===== config.mk =====
export PLATFORM = sky130hd
export DESIGN_NAME = bcgm_divide
export DESIGN_NICKNAME = d
export VERILOG_FILES = /design/src/hdl/bcgm_pkg.sv /design/src/hdl/bcgm_divide.sv
export SDC_FILE = /design/constraint.sdc
export NUM_CORES = 2
export LEC_CHECK = 0
export ABC_CLOCK_PERIOD_IN_PS = 7100
export BUFFER_PORTS_ARGS = -buffer_cell sky130_fd_sc_hd__buf_2
export CAP_MARGIN = 5
export CORE_UTILIZATION = 65
export CTS_BUF_LIST = sky130_fd_sc_hd__clkbuf_8
export DETAILED_ROUTE_END_ITERATION = 6
export GPL_TIMING_DRIVEN = 0
export PLACE_DENSITY = 0.88
export SLEW_MARGIN = 0
export SYNTH_ARGS = -nofsm -noshare
export SYNTH_HDL_FRONTEND = slang
export SYNTH_SLANG_ARGS = --single-unit

===== constraint.sdc =====
create_clock -name clk -period 7.1 [get_ports clk]
set_input_delay 0.355 -clock clk [delete_from_list [all_inputs] [get_ports clk]]
set_output_delay 0.355 -clock clk [all_outputs]
set_load 0.005 [all_outputs]

===== src/hdl/bcgm_pkg.sv =====
// shared types, widths and constants for the bezier color gradient map
package bcgm_pkg;

    localparam int VALUE_WIDTH = 16;
    localparam int NCH         = 3;
    localparam int CH_W        = 8;
    localparam int RGB_W       = NCH * CH_W;
    localparam int PROD_W      = 2 * VALUE_WIDTH;
    localparam int PR_W        = PROD_W + CH_W;
    localparam int NUM_W       = PROD_W + 9;
    localparam int DEN_W       = PROD_W + 1;
    localparam int DIV_STEPS   = CH_W;
    localparam int CFG_W       = (VALUE_WIDTH > RGB_W) ? VALUE_WIDTH : RGB_W;

    typedef logic signed [VALUE_WIDTH-1:0] value_t;
    typedef logic [VALUE_WIDTH-1:0]        uval_t;
    typedef logic [PROD_W-1:0]             prod_t;
    typedef logic [PR_W-1:0]               wprod_t;
    typedef logic [NUM_W-1:0]              num_t;
    typedef logic [DEN_W-1:0]              den_t;
    typedef logic [NCH-1:0][CH_W-1:0]      rgb_t;

    typedef enum logic [2:0] {
        REG_START_TH  = 3'd0,
        REG_MID_TH    = 3'd1,
        REG_END_TH    = 3'd2,
        REG_COL_START = 3'd3,
        REG_COL_MID1  = 3'd4,
        REG_COL_MID2  = 3'd5,
        REG_COL_MID3  = 3'd6,
        REG_COL_END   = 3'd7
    } cfg_index_t;

    typedef struct packed {
        value_t start_th;
        value_t mid_th;
        value_t end_th;
        rgb_t   color_start;
        rgb_t   color_mid_one;
        rgb_t   color_mid_two;
        rgb_t   color_mid_three;
        rgb_t   color_end;
    } cfg_t;

    localparam value_t RST_START_TH  = VALUE_WIDTH'(0);
    localparam value_t RST_MID_TH    = VALUE_WIDTH'(255);
    localparam value_t RST_END_TH    = VALUE_WIDTH'(500);
    localparam rgb_t   RST_COL_START = 24'h00FFFF;
    localparam rgb_t   RST_COL_MID1  = 24'h1E50FF;
    localparam rgb_t   RST_COL_MID2  = 24'h28FF3C;
    localparam rgb_t   RST_COL_MID3  = 24'hA0800A;
    localparam rgb_t   RST_COL_END   = 24'hFF4500;

    // curve point u = n/d with the three control colors of the segment
    typedef struct packed {
        uval_t n;
        uval_t d;
        rgb_t  c1;
        rgb_t  c2;
        rgb_t  c3;
    } sel_beat_t;

    // per channel numerator over the common denominator 2*d*d
    typedef struct packed {
        logic [NCH-1:0][NUM_W-1:0] num;
        den_t                      den;
    } sum_beat_t;

endpackage


===== src/hdl/bcgm_divide.sv =====
// pipelined restoring divider, one quotient bit per stage for all channels
module bcgm_divide (
    input  logic                  clk,
    input  logic                  rst_n,
    input  logic                  adv,
    input  logic                  sum_valid,
    input  bcgm_pkg::sum_beat_t   sum_beat,
    output logic                  div_valid,
    output bcgm_pkg::rgb_t        div_q
);
    import bcgm_pkg::*;

    logic [DIV_STEPS-1:0]       v_reg;
    logic [NCH-1:0][NUM_W-1:0]  r_reg    [DIV_STEPS];
    logic [NCH-1:0][NUM_W-1:0]  r_next   [DIV_STEPS];
    den_t                       den_reg  [DIV_STEPS];
    den_t                       den_next [DIV_STEPS];
    rgb_t                       q_reg    [DIV_STEPS];
    rgb_t                       q_next   [DIV_STEPS];

    always_comb
    begin
        num_t rem;
        num_t trial;
        for (int k = 0; k < DIV_STEPS; k++)
        begin
            if (k == 0)
            begin
                den_next[k] = sum_beat.den;
                q_next[k]   = '0;
                r_next[k]   = sum_beat.num;
            end
            else
            begin
                den_next[k] = den_reg[k-1];
                q_next[k]   = q_reg[k-1];
                r_next[k]   = r_reg[k-1];
            end
            trial = NUM_W'(den_next[k]) << (DIV_STEPS - 1 - k);
            for (int ch = 0; ch < NCH; ch++)
            begin
                rem = r_next[k][ch];
                if (trial <= rem)
                begin
                    r_next[k][ch] = rem - trial;
                    q_next[k][ch][DIV_STEPS-1-k] = 1'b1;
                end
            end
        end
    end

    always_ff @(posedge clk or negedge rst_n)
    begin
        if (!rst_n)
        begin
            v_reg <= '0;
        end
        else if (adv)
        begin
            v_reg <= {v_reg[DIV_STEPS-2:0], sum_valid};
        end
    end

    always_ff @(posedge clk)
    begin
        if (adv)
        begin
            for (int k = 0; k < DIV_STEPS; k++)
            begin
                r_reg[k]   <= r_next[k];
                den_reg[k] <= den_next[k];
                q_reg[k]   <= q_next[k];
            end
        end
    end

    assign div_valid = v_reg[DIV_STEPS-1];
    assign div_q     = q_reg[DIV_STEPS-1];

endmodule

# Yosys cells after proc, flatten, opt, wreduce, memory -nomap -nowiden
# Memory sizes are Yosys's and may differ from the RTL's.
# Cells that the tools add are included.
[totals]
reg_bits = 8
mem_bits_rw = 1440
in_bits = 160
out_inout_bits = 25
word_cells = 102
mem_count = 3
[op_classes]
add_sub_neg = 24
n_lt_le_gt_ge = 24
muxes = 50
[memory_table]
columns = ["memory", "words", "word_bits", "read_ports", "rd_clocked_by_memory_dff", "wr", "line", "text"]
rows = [
  ["r_reg", 8, 123, 7, 0, 8, "bcgm_divide.sv:14", "logic [NCH-1:0][NUM_W-1:0] r_reg [DIV_STEPS];"],
  ["den_reg", 8, 33, 7, 0, 8, "bcgm_divide.sv:16", "den_t den_reg [DIV_STEPS];"],
  ["q_reg", 8, 24, 8, 0, 8, "bcgm_divide.sv:18", "rgb_t q_reg [DIV_STEPS];"],
]
[ops]
columns = ["op", "count"]
rows = [
  ["two-way mux 41 bit", 24],
  ["<= comparator 33 x 41 -> 1 bit", 3],
  ["<= comparator 34 x 41 -> 1 bit", 3],
  ["<= comparator 35 x 41 -> 1 bit", 3],
  ["<= comparator 36 x 41 -> 1 bit", 3],
  ["<= comparator 37 x 41 -> 1 bit", 3],
  ["<= comparator 38 x 41 -> 1 bit", 3],
  ["<= comparator 39 x 41 -> 1 bit", 3],
  ["<= comparator 40 x 41 -> 1 bit", 3],
  ["subtractor 41 x 33 -> 41 bit", 3],
  ["subtractor 41 x 34 -> 41 bit", 3],
  ["subtractor 41 x 35 -> 41 bit", 3],
  ["subtractor 41 x 36 -> 41 bit", 3],
  ["subtractor 41 x 37 -> 41 bit", 3],
  ["subtractor 41 x 38 -> 41 bit", 3],
  ["subtractor 41 x 39 -> 41 bit", 3],
  ["subtractor 41 x 40 -> 41 bit", 3],
  ["two-way mux 1 bit", 26],
]

# Logic depth before layout (Yosys ltp)
# An unclocked memory read counts as a cell.
[depth]
depth_word = 3
ltp_mapped = 19
ltp_nobuf = 17

# Worst setup path before layout
# Ideal clock, no wire load.
[synth_path]
path_type = "register to register"
from = "mem r_reg[1][87] in the netlist's numbering"
to = "mem r_reg[2][90] in the netlist's numbering, data pin"
setup_time_ps = 260
arrival_time_ps = 3297
required_ps = 6840
setup_slack_ps = 3543
path_stages_with_launch = 16
path_buffers = 2
synth_period_minus_slack_ps = 3557
path_cell_list = "edfxtp_1 > inv_1 > ha_1 > inv_1 > fa_1 > a211oi_1 > nor2_1 > o31ai_1 > a21oi_1 > nor3_1 > a21oi_1 > a31oi_1 > o41a_1 > clkbuf_1 > clkbuf_1 > mux2_2"
[synth_lines]
columns = ["item", "line"]
rows = [
  ["from (decl)", "bcgm_divide.sv:14"],
]

==> results.sh <==
export IMPL_min_period_over_period=0.979
export IMPL_cts_hold_repair_buffers=161
export IMPL_endpoint_kind="register"
export IMPL_pin_count=185
export IMPL_fp_dieArea_um2=130000
export IMPL_synth_edf_count=1200
export IMPL_grt_use_total=0.419
export IMPL_area_growth_pct=10.8
export IMPL_grt_start_max_net_pins=195
export IMPL_yosysWarnings=0
export IMPL_routed_wl_um=277000
export IMPL_p_int_mw=21.7
export IMPL_cts_buffers=197
export IMPL_start_util=0.655
export IMPL_combinationalPowerShare=0.488
export IMPL_violations="capacitance limit, slew limit"
export IMPL_viasPerCell=6.49
export IMPL_synthArstFlopShare=0.00662
export IMPL_rows=131
export IMPL_synth_cells=8494
export IMPL_swShare=0.421
export IMPL_hpwl_um=221000
export IMPL_max_freq_ghz=0.144
export IMPL_drtIter0Drc=6543
export IMPL_dpl_cell_count=10400
export IMPL_critPathMaxFanout=10
export IMPL_post_cts_setup_buffers=0
export IMPL_dr_pass1_iters=6
export IMPL_grt_pass1_wl_um=409000
export IMPL_vias=70600
export IMPL_ys_types=101
export IMPL_rsz0062_at_grt="false"
export IMPL_r2r_worst_path_cells=13
export IMPL_finalCriticalPeriod_ps=6950
export IMPL_tns_ps=0
export IMPL_overflow=0
export IMPL_fin_cells=10900
export IMPL_place_gp_congestion=1.13
export IMPL_ant_nets=0
export IMPL_port_buffers=184
export IMPL_cts_clk_slew_worst_paths_ps=70
export IMPL_startpoint_type="register"
export IMPL_nets=10000
export IMPL_synth_top_area_cell="edfxtp_1"
export IMPL_leakage_nw=37.9
export IMPL_ys_ff_latch=1208
export IMPL_worst_pin_slew_ps=1500
export IMPL_clk_latency_ps=980
export IMPL_drv_cap=1
export IMPL_reg2reg_to="r_reg[5][70]"
export IMPL_synthFlopType="edfxtp_1"
export IMPL_status="finished with violations"
export IMPL_avgSynthCellArea_um2=9.84
export IMPL_syn_area_um2=83600
export IMPL_htreeDepth=4
export IMPL_clock_sinks=1208
export IMPL_wl_per_cell_um=25.4
export IMPL_die_h_um=361
export IMPL_hold_violations=0
export IMPL_first_global_vias=71400
export IMPL_slew_violations=2
export IMPL_r2r_slack_ps=150
export IMPL_switching_power_mw=15.8
export IMPL_clock_skew_ps=56.7
export IMPL_cts_resized=0
export IMPL_largest_reg_flops=861
export IMPL_endpoint="r_reg[5][70]"
export IMPL_worstPathRequired_ps=7760
export IMPL_synth_top_area_share=0.431
export IMPL_relSlewSlack=-0.0162
export IMPL_crit_arrival_ps=7620
export IMPL_fp_dieW_um=361
export IMPL_core_um2=128000
export IMPL_path_class="register to register"
export IMPL_r2r_start="den_reg[4][1]"
export IMPL_setup_viol_count_final=0
export IMPL_grt_antenna_before_repair=9
export IMPL_p_clk_frac=0.173
export IMPL_drc_errors=0
export IMPL_worstHoldPathType="primary input to register"
export IMPL_cts_path_max_buffers=3
export IMPL_netlist_top_cells_area="edfxtp_1 43%, ha_1 12%, o21ai_0 5.2%"
export IMPL_ctsRootBufferMaster="clkbuf_8"
export IMPL_vdd_drop_max_mv=0.245
export IMPL_yosysSeqAreaShare=0.434
export IMPL_p_seq_frac=0.339
export IMPL_p_per_area_nw_per_um2=405
export IMPL_synth_net_count=9467
export IMPL_drive_above_1_share=0.0708
export IMPL_critPathLaunch="den_reg[4][1]"
export IMPL_cts_tree="built"
## through the flow
stage	utilization	area [um2]	hold WS, ps	setup slack, ps	power, mW
2_1_floorplan	-	83600	59.4	3540	24.8
3_3_place_gp	0.679	86600	192	-11620	30.0
3_5_place_dp	0.681	86800	208	799	30.3
4_1_cts	0.726	92600	44.0	759	36.9
5_1_grt	0.726	92600	96.2	278	39.4
6_report	0.726	92600	108	148	37.5
## critical path, cell delays in order (launching register included)
cell	delay, ps
edfxtp_1	550
inv_1	170
ha_1	360
nor2b_1	170
o31ai_1	490
a211oi_1	240
o21ai_0	420
a211oi_1	290
o21ai_0	630
a31oi_1	290
a21oi_1	910
clkbuf_1	940
clkbuf_1	850
o21ai_0	330
## cell families after synthesis
group | count (synthesis) | share of synthesized area
mux | 77 | 0.0102
flops | 1208 | 0.434
fa+ha+maj | 813 | 0.124
compound gates | 2674 | 0.196
xor+xnor | 680 | 0.0713
buf+inv | 688 | 0.0316
simple gates | 2354 | 0.133
## per-layer routing
metal | GRT usage | vias to the layer above | part of all wire
li1 | - | 32700 | -
met1 | 0.426 | 32900 | 0.33
met2 | 0.727 | 3876 | 0.48
met3 | 0.0556 | 1153 | 0.069
met4 | 0.427 | 2 | 0.12
met5 | 0 | - | 0.000043
## placed cells by master (no fill, tap or decap), types with 216 or more instances in the layout
cell      netlist  routed
nor2_1        441     441
a21oi_1       736     736
o21ai_0       873     873
inv_1         448     484
nand2_1       930     930
xor2_1        349     349
a21o_1        434     434
xnor2_1       331     331
buf_2          33     216
edfxtp_1     1200    1200
ha_1          792     792
## power by group through the flow
stage                     Combinational (mW)  Clock, mW  Sequential (mW)
after floorplan                         12.9          0             11.9
after global placement                  17.1          0             12.9
after detailed placement                17.6          0             12.7
after CTS                               17.8       6.49             12.6
after global routing                    19.8       6.76             12.8
final                                   18.3       6.47             12.7
## synth_stat cells, drive strengths merged, types with 35 or more instances
cell	count
mux2	64
buf	49
nand3	179
a31oi	66
nand2	930
and3	81
xor2	349
o21ai	896
ha	792
a211oi	60
o21a	70
nor4	64
a21o	434
o21bai	85
nand2b	117
nor2b	135
inv	452
nor2	442
a21oi	739
nor3	104
or3	35
o31ai	59
edfxtp	1200
nand4	132
xnor2	331
clkbuf	187
## worst min-delay path by stage
stage	endpoint	startpoint	cells past startpoint
floorplan	v_reg[0]	rst_n	0
global placement	v_reg[3]	rst_n	1
detailed placement	v_reg[6]	rst_n	1
CTS	den_reg[0][27]	sum_beat[27]	2
global route	den_reg[0][27]	sum_beat[27]	2
finish	den_reg[0][27]	sum_beat[27]	2
## area by class of cell
cell class                 instances  area, um2
clock buffer                     197       2710
timing repair buffer             356       2750
antenna                            7       17.5
buffer                           236        946
multi-input combinational       6598      44700
sequential                      1208      36200
inverter                         452       1700
tap                             1662       2080
clock inverter                   165       1450
fill                            8931      34900
(Power assumes the default switching activity.)
