--- src/hdl/bcgm_pkg.sv ---
// shared types, widths and constants for the bezier color gradient map
package bcgm_pkg;

    localparam int VALUE_WIDTH = 16;
    localparam int NCH         = 3;
    localparam int CH_W        = 8;
    localparam int RGB_W       = NCH * CH_W;
    localparam int PROD_W      = 2 * VALUE_WIDTH;
    localparam int PR_W        = PROD_W + CH_W;
    localparam int NUM_W       = PROD_W + 9;
    localparam int DEN_W       = PROD_W + 1;
    localparam int DIV_STEPS   = CH_W;
    localparam int CFG_W       = (VALUE_WIDTH > RGB_W) ? VALUE_WIDTH : RGB_W;

    typedef logic signed [VALUE_WIDTH-1:0] value_t;
    typedef logic [VALUE_WIDTH-1:0]        uval_t;
    typedef logic [PROD_W-1:0]             prod_t;
    typedef logic [PR_W-1:0]               wprod_t;
    typedef logic [NUM_W-1:0]              num_t;
    typedef logic [DEN_W-1:0]              den_t;
    typedef logic [NCH-1:0][CH_W-1:0]      rgb_t;

    typedef enum logic [2:0] {
        REG_START_TH  = 3'd0,
        REG_MID_TH    = 3'd1,
        REG_END_TH    = 3'd2,
        REG_COL_START = 3'd3,
        REG_COL_MID1  = 3'd4,
        REG_COL_MID2  = 3'd5,
        REG_COL_MID3  = 3'd6,
        REG_COL_END   = 3'd7
    } cfg_index_t;

    typedef struct packed {
        value_t start_th;
        value_t mid_th;
        value_t end_th;
        rgb_t   color_start;
        rgb_t   color_mid_one;
        rgb_t   color_mid_two;
        rgb_t   color_mid_three;
        rgb_t   color_end;
    } cfg_t;

    localparam value_t RST_START_TH  = VALUE_WIDTH'(0);
    localparam value_t RST_MID_TH    = VALUE_WIDTH'(255);
    localparam value_t RST_END_TH    = VALUE_WIDTH'(500);
    localparam rgb_t   RST_COL_START = 24'h00FFFF;
    localparam rgb_t   RST_COL_MID1  = 24'h1E50FF;
    localparam rgb_t   RST_COL_MID2  = 24'h28FF3C;
    localparam rgb_t   RST_COL_MID3  = 24'hA0800A;
    localparam rgb_t   RST_COL_END   = 24'hFF4500;

    // curve point u = n/d with the three control colors of the segment
    typedef struct packed {
        uval_t n;
        uval_t d;
        rgb_t  c1;
        rgb_t  c2;
        rgb_t  c3;
    } sel_beat_t;

    // per channel numerator over the common denominator 2*d*d
    typedef struct packed {
        logic [NCH-1:0][NUM_W-1:0] num;
        den_t                      den;
    } sum_beat_t;

endpackage

--- src/hdl/bcgm_select.sv ---
// segment select stage: thresholds, curve parameter and control colors
module bcgm_select (
    input  logic                  clk,
    input  logic                  rst_n,
    input  logic                  adv,
    input  logic                  in_valid,
    input  bcgm_pkg::value_t      level,
    input  bcgm_pkg::cfg_t        cfg,
    output logic                  sel_valid,
    output bcgm_pkg::sel_beat_t   sel_beat
);
    import bcgm_pkg::*;

    logic                   valid_reg;
    sel_beat_t              beat_reg;
    sel_beat_t              beat_next;
    logic [VALUE_WIDTH:0]   diff_xs;
    logic [VALUE_WIDTH:0]   diff_xm;
    logic [VALUE_WIDTH:0]   diff_ms;
    logic [VALUE_WIDTH:0]   diff_em;

    always_comb
    begin
        diff_xs = {level[VALUE_WIDTH-1], level} - {cfg.start_th[VALUE_WIDTH-1], cfg.start_th};
        diff_xm = {level[VALUE_WIDTH-1], level} - {cfg.mid_th[VALUE_WIDTH-1], cfg.mid_th};
        diff_ms = {cfg.mid_th[VALUE_WIDTH-1], cfg.mid_th}
                - {cfg.start_th[VALUE_WIDTH-1], cfg.start_th};
        diff_em = {cfg.end_th[VALUE_WIDTH-1], cfg.end_th}
                - {cfg.mid_th[VALUE_WIDTH-1], cfg.mid_th};

        // flat ends use u = 0 over d = 1, which yields c1 exactly
        beat_next.n  = '0;
        beat_next.d  = VALUE_WIDTH'(1);
        beat_next.c1 = cfg.color_start;
        beat_next.c2 = '0;
        beat_next.c3 = '0;
        if (level <= cfg.start_th)
        begin
            beat_next.c1 = cfg.color_start;
        end
        else if (level > cfg.end_th)
        begin
            beat_next.c1 = cfg.color_end;
        end
        else if (level <= cfg.mid_th)
        begin
            beat_next.n  = diff_xs[VALUE_WIDTH-1:0];
            beat_next.d  = diff_ms[VALUE_WIDTH-1:0];
            beat_next.c1 = cfg.color_start;
            beat_next.c2 = cfg.color_mid_one;
            beat_next.c3 = cfg.color_mid_two;
        end
        else
        begin
            beat_next.n  = diff_xm[VALUE_WIDTH-1:0];
            beat_next.d  = diff_em[VALUE_WIDTH-1:0];
            beat_next.c1 = cfg.color_mid_two;
            beat_next.c2 = cfg.color_mid_three;
            beat_next.c3 = cfg.color_end;
        end
    end

    always_ff @(posedge clk or negedge rst_n)
    begin
        if (!rst_n)
        begin
            valid_reg <= 1'b0;
        end
        else if (adv)
        begin
            valid_reg <= in_valid;
        end
    end

    always_ff @(posedge clk)
    begin
        if (adv && in_valid)
        begin
            beat_reg <= beat_next;
        end
    end

    assign sel_valid = valid_reg;
    assign sel_beat  = beat_reg;

endmodule

--- config.mk ---
export PLATFORM = sky130hd
export DESIGN_NAME = bcgm_select
export DESIGN_NICKNAME = d
export VERILOG_FILES = /design/src/hdl/bcgm_pkg.sv /design/src/hdl/bcgm_select.sv
export SDC_FILE = /design/constraint.sdc
export NUM_CORES = 1
export LEC_CHECK = 0
export BUFFER_PORTS_ARGS = -buffer_cell sky130_fd_sc_hd__buf_2
export CAP_MARGIN = 20
export CORE_MARGIN = 1
export CORE_UTILIZATION = 40
export CTS_BUF_LIST = sky130_fd_sc_hd__clkbuf_8
export CTS_CLUSTER_SIZE = 10
export DETAILED_ROUTE_END_ITERATION = 8
export PLACE_DENSITY_LB_ADDON = 0.12
export RECOVER_POWER = 100
export SETUP_SLACK_MARGIN = 0.1
export SLEW_MARGIN = 40
export SYNTH_ARGS = -nofsm -noshare
export SYNTH_HDL_FRONTEND = slang
export SYNTH_SLANG_ARGS = --single-unit
--- constraint.sdc ---
create_clock -name clk -period 0.8 [get_ports clk]
set_input_delay 0.08 -clock clk [delete_from_list [all_inputs] [get_ports clk]]
set_output_delay 0.08 -clock clk [all_outputs]
set_load 0.02 [all_outputs]
* After elaboration in Yosys (flattened, before gate mapping)
Cells that the tools add are included.
Word-level totals: input bits 188, ROM bits 0, bits in writable memories 0, flip-flop bits (word level) 105, bits in latches 0, memories kept 0
Operators by class: div/mod/pow operators 0, reduce and logical (&&, ||, !) cells 2, bitwise gates (word level) 0, $lt $le $gt $ge 3, shift-type cells 0, mux-type cells 3, add/sub/neg operators 4, eq/ne operators 0, multipliers 0
Operator list (number):
- 104-bit two-way mux | 1
- 16-bit subtractor | 4
- 24-bit two-way mux | 2
- 16-bit <= comparator | 2
- 16-bit > comparator | 1
- 2-bit OR reduction | 1
- 1-bit logical AND | 1

* Depth between registers and ports, before layout
depth in word-level cells 4, gate-level depth with buffers 15

* Least setup slack after synthesis
OpenSTA, ideal clock, no wires.
kind input port to flip-flop, start point input in_valid, end point register beat_reg (netlist bit sel_beat[0]), enable pin, stages 1, setup time 0.474 ns, arrival time 2.478 ns, path buffers 0, required time 0.326 ns, path slack -2.152 ns, cells stage by stage and2_1
Between the ends: cells in the longest elaborated chain, start to end 1
Ends and longest elaborated chain:
- from (decl) | RTL line bcgm_select.sv:6 | input logic in_valid,
- 1-bit logical AND | RTL line bcgm_select.sv:77 | if (adv && in_valid)
- to (signal assigned) | RTL line bcgm_select.sv:79 | beat_reg <= beat_next;
- to (decl) | RTL line bcgm_select.sv:15 | sel_beat_t beat_reg;
Every way passes these cells. A chain may end at the register's enable or synchronous reset.

==> run summary <==
The total area of multi-input combinational cells is 5670 um2. The final-report hold violation count was 1. In the routed layout, each cell is associated on average with a via count of 5.27.

For the largest buffer count on any clock path, the log shows 2. The run gives -0.0574 ns as the final-layout worst hold slack. The first global-routing pass estimated 44100 um of wire. Measured along the y axis, the die boundary spans 143 um.

Counting flops with a built-in enable in the synthesized netlist gives 104. The startpoint type of the worst setup path is a primary input. After detailed routing, the average wire length per cell comes to 18.3 um. After floorplanning, the core was divided into 51 placement rows. The tools report the area taken by flip-flops and latches as 3150 um2.

The post-synthesis cell type count is 59. The tools report the number of standard cells in the final layout excluding fillers as 1778. The areal power density over the cells works out to 1480 nW/um2. Grouping stages by cell kind, the critical path spends the most delay in compound AO/OA/AOI/OAI gates. For this block, the initial DRC count from the detailed router was 412. Prevailing post-synth register cell: edfxtp_1. In this run switching power makes up 37.4% of total power.

The die width is 143 um. The length of the first detailed-routing pass in iterations was 5. Routability-driven placement finished with a final weighted congestion of 0.881. The min-delay analysis places its worst path in the category primary input to flop.

The final layout contains routed wiring with a total length of 32600 um. The final critical-path setup slack came out at -1.58 ns. Setup repair after global routing could not meet its margin everywhere. The logs give 0.000847 V for the peak supply drop and 3 for the number of levels in the clock H-tree. Walking the worst path, the cells encountered are buf_6, buf_6, ha_4, fa_2, nand2b_4, a211oi_4, or3_4, a311o_1, o211a_4, buf_4, nor2_4, nor2_4, buf_12, a22oi_2, o21ai_2. Per report_power, the sequential group accounts for 31.3% of the total.

The area inside the core boundary was 19500 um2; the data arrival time of the worst path was 2.53 ns. The post-route netlist has 55.0% of its cells at a drive strength greater than 1. The worst-case headroom to the max-slew limit is 72.1%, and the share of Yosys cell area claimed by the top area cell type is 39.1%. For the pin with the worst max-slew slack, the measured transition is 0.416 ns. For the via count of the first global-routing pass, the log shows 9016. After synthesis, the most frequently instantiated cells are nand2_1 (177), a21oi_1 (107), edfxtp_1 (104), ha_1 (78), inv_1 (58). The critical path crosses 15 cells after its start point. For this run, design rule violations remaining after detail routing come to 0. TritonCTS built the clock tree. Based on the critical path, the design can be clocked at up to 420 MHz. In the finished design, the share of the clock period the worst path needs comes to 297%.

The synthesized area divided by synthesized cell count is 8.85 um2. Buffers inserted during clock tree synthesis total 9. Internal power comes to 13.7 mW. Entering global routing, the biggest net connects 40 pins. The biggest area consumer among synthesized cells is edfxtp_1.

Once detailed placement completed, the half-perimeter wirelength came to 21500 um. The repair_antennas step left the layout with diodes totalling 0. Library cell with the highest instance count after synthesis: nand2_1.

The logs give 53.0% for the share of total power in combinational logic and 75.7% for the core utilization of the finished layout. The logs give 8.18 mW for the net load switching power and 28.1% for the global-route usage over all layers. The tools report the final count of pins violating max slew as 0. For the number of cells after detailed placement, the log shows 1661. The initial antenna violation count is 0, and the number of vias after detailed routing is 9365. The clock network is responsible for 15.7% of the overall power. Of all nets on the critical path, the largest fanout is 9. The total overflow left after global routing is 0. Setup violations remaining at the end of the flow were counted as 226. Port buffering added 292 buffers. Data on the critical path is required at its endpoint by 0.95 ns. The checks that failed: negative hold slack, negative setup slack. The critical path is of the primary input to flop type.

For this design, the slowest cell found on the critical path is or3_4. For the sequential-to-total area share from yosys stat, the log shows 39.4%. Clock-pin slew was measured on the worst setup and hold paths at 0.12 ns. The root buffer cell chosen for the clock tree is clkbuf_8. The number of top-level design ports is 293. From synthesis to final layout, the design area changed by 85.0%. Counting every sink on the clock net gives 105. In this run the remaining antenna-violating nets after routing total 0. The initial utilization of the core area, before any placement, comes to 40.9%. The number of stages on the worst hold path was 2. The insertion delay to the later sink of the worst-skew pair is 0.40 ns.

In the synthesized netlist the async set-or-reset flop fraction comes to 0.952%. The logs give 0 for the warning count from the yosys run and 1173 for the synthesized netlist net count. The tool flagged a number of max-cap violations equal to 0. STA classifies the critical path endpoint as a flop. The logs give 6.73 nW for the leakage power summed over all cells and 20500 um2 for the area enclosed by the die boundary.

Synthesis inferred 105 register bits. For this run, the slowest stage of the critical path takes 0.38 ns. The cell count after synthesis came out at 903. The flow ran to the end, but the final reports show violations.

The net count of the finished layout is 1778. For the finished layout, the period the worst path requires is 2.38 ns. The number of buffers and inverters on the critical path was 4; the number of fill cells in the layout was 1358. By area the synthesized netlist is led by edfxtp_1 (39%), ha_1 (12%), nand2_1 (8.3%), a21oi_1 (6.7%), xnor2_1 (3.7%). The number of cells on the worst reg-to-reg path came out at 1.

The logs give 7990 um2 for the synthesized cell area and 0 ns for the final setup skew.
## cell families after synthesis
group           synth area share (%)
compound gates                  20.5
xor+xnor                        4.93
fa+ha+maj                       13.2
buf+inv                         4.78
flops                           39.4
mux                            0.282
simple gates                    16.9
## per-stage QoR
| step | instance area [um2] | TNS (ns) | worst slack (ns) | power [mW] | hold slack (ns) |
|---|---|---|---|---|---|
| finish | 14800 | -182.12 | -1.58 | 21.9 | -0.0574 |
| global route | 14800 | -191.91 | -1.67 | 22.8 | -0.0760 |
| CTS | 13600 | -179.41 | -1.57 | 20.2 | -0.0748 |
| detailed placement | 12000 | -223.17 | -2.07 | 15.1 | -0.141 |
| global placement | 12000 | -217.61 | -2.00 | 15.0 | -0.145 |
| floorplan | 8440 | -218.36 | -1.74 | 11.6 | -0.216 |
## final cells by class
type / instances / share of cell area (%)
clock buffer: 9 / 0.838
sequential: 105 / 21.3
timing repair buffer: 627 / 35.2
tap: 265 / 2.24
multi-input combinational: 707 / 38.4
clock inverter: 7 / 0.415
inverter: 58 / 1.58
## power groups by stage
stage	Clock, mW	Sequential, mW	Combinational [mW]
4_1_cts	3.45	6.78	9.92
3_5_place_dp	0	6.87	8.26
5_1_grt	3.64	6.88	12.3
2_1_floorplan	0	7.47	4.13
3_3_place_gp	0	6.86	8.17
6_report	3.44	6.85	11.6
## registers in the layout (all words and copies together) (netlist names)
| name | cells |
|---|---|
| sel_beat | 104 |
| sel_valid | 1 |
## placed cells by master (no fill, tap or decap), types with 6 or more instances in the layout
cell,count
ha_4,9
o21ai_0,19
a21o_1,24
o21a_1,6
a21oi_4,12
o21ai_1,14
nand4_1,11
a22oi_2,21
nor3_1,11
clkbuf_16,8
a21oi_1,37
or3_1,6
nand2_1,125
o21ai_2,19
xnor2_1,34
nand2b_1,9
buf_4,235
buf_6,103
ha_1,69
inv_1,57
a31oi_1,6
buf_12,18
xor2_1,11
a21oi_2,58
nand2_4,37
nand3_1,7
or3_4,7
nor2b_1,11
nand2_2,15
nor2_1,47
edfxtp_1,104
dlygate4sd3_1,32
clkbuf_8,9
buf_16,7
buf_8,8
buf_2,213
## worst paths after layout
check	end	slack, ns	from
worst max-delay path	sel_beat[48]	-1.58	cfg[136]
worst min-delay path	sel_valid	-0.06	adv
worst max register to register	sel_valid	0	sel_valid
worst min register to register	sel_valid	0.56	sel_valid
max in group asynchronous	sel_valid	0.20	rst_n
min in group asynchronous	sel_valid	0.49	rst_n
## timing repair
action	CTS	global route
pin swaps	51	56
hold buffers	30	2
endpoints found under the hold margin	30	3
endpoints found under the setup margin	210	210
resized for setup	213	209
setup buffers	34	16
gates cloned	10	9
## per-layer routing
metal  vias to the layer above  routed length [um]  GRT usage [%]
li1                       4465                   -              -
met1                      4436               12700           32.3
met2                       370               16600           52.2
met3                        94                1850           3.27
met4                         0                1440           12.5
met5                         -                   0              0
No activity file was read; power rests on OpenSTA's default activity.
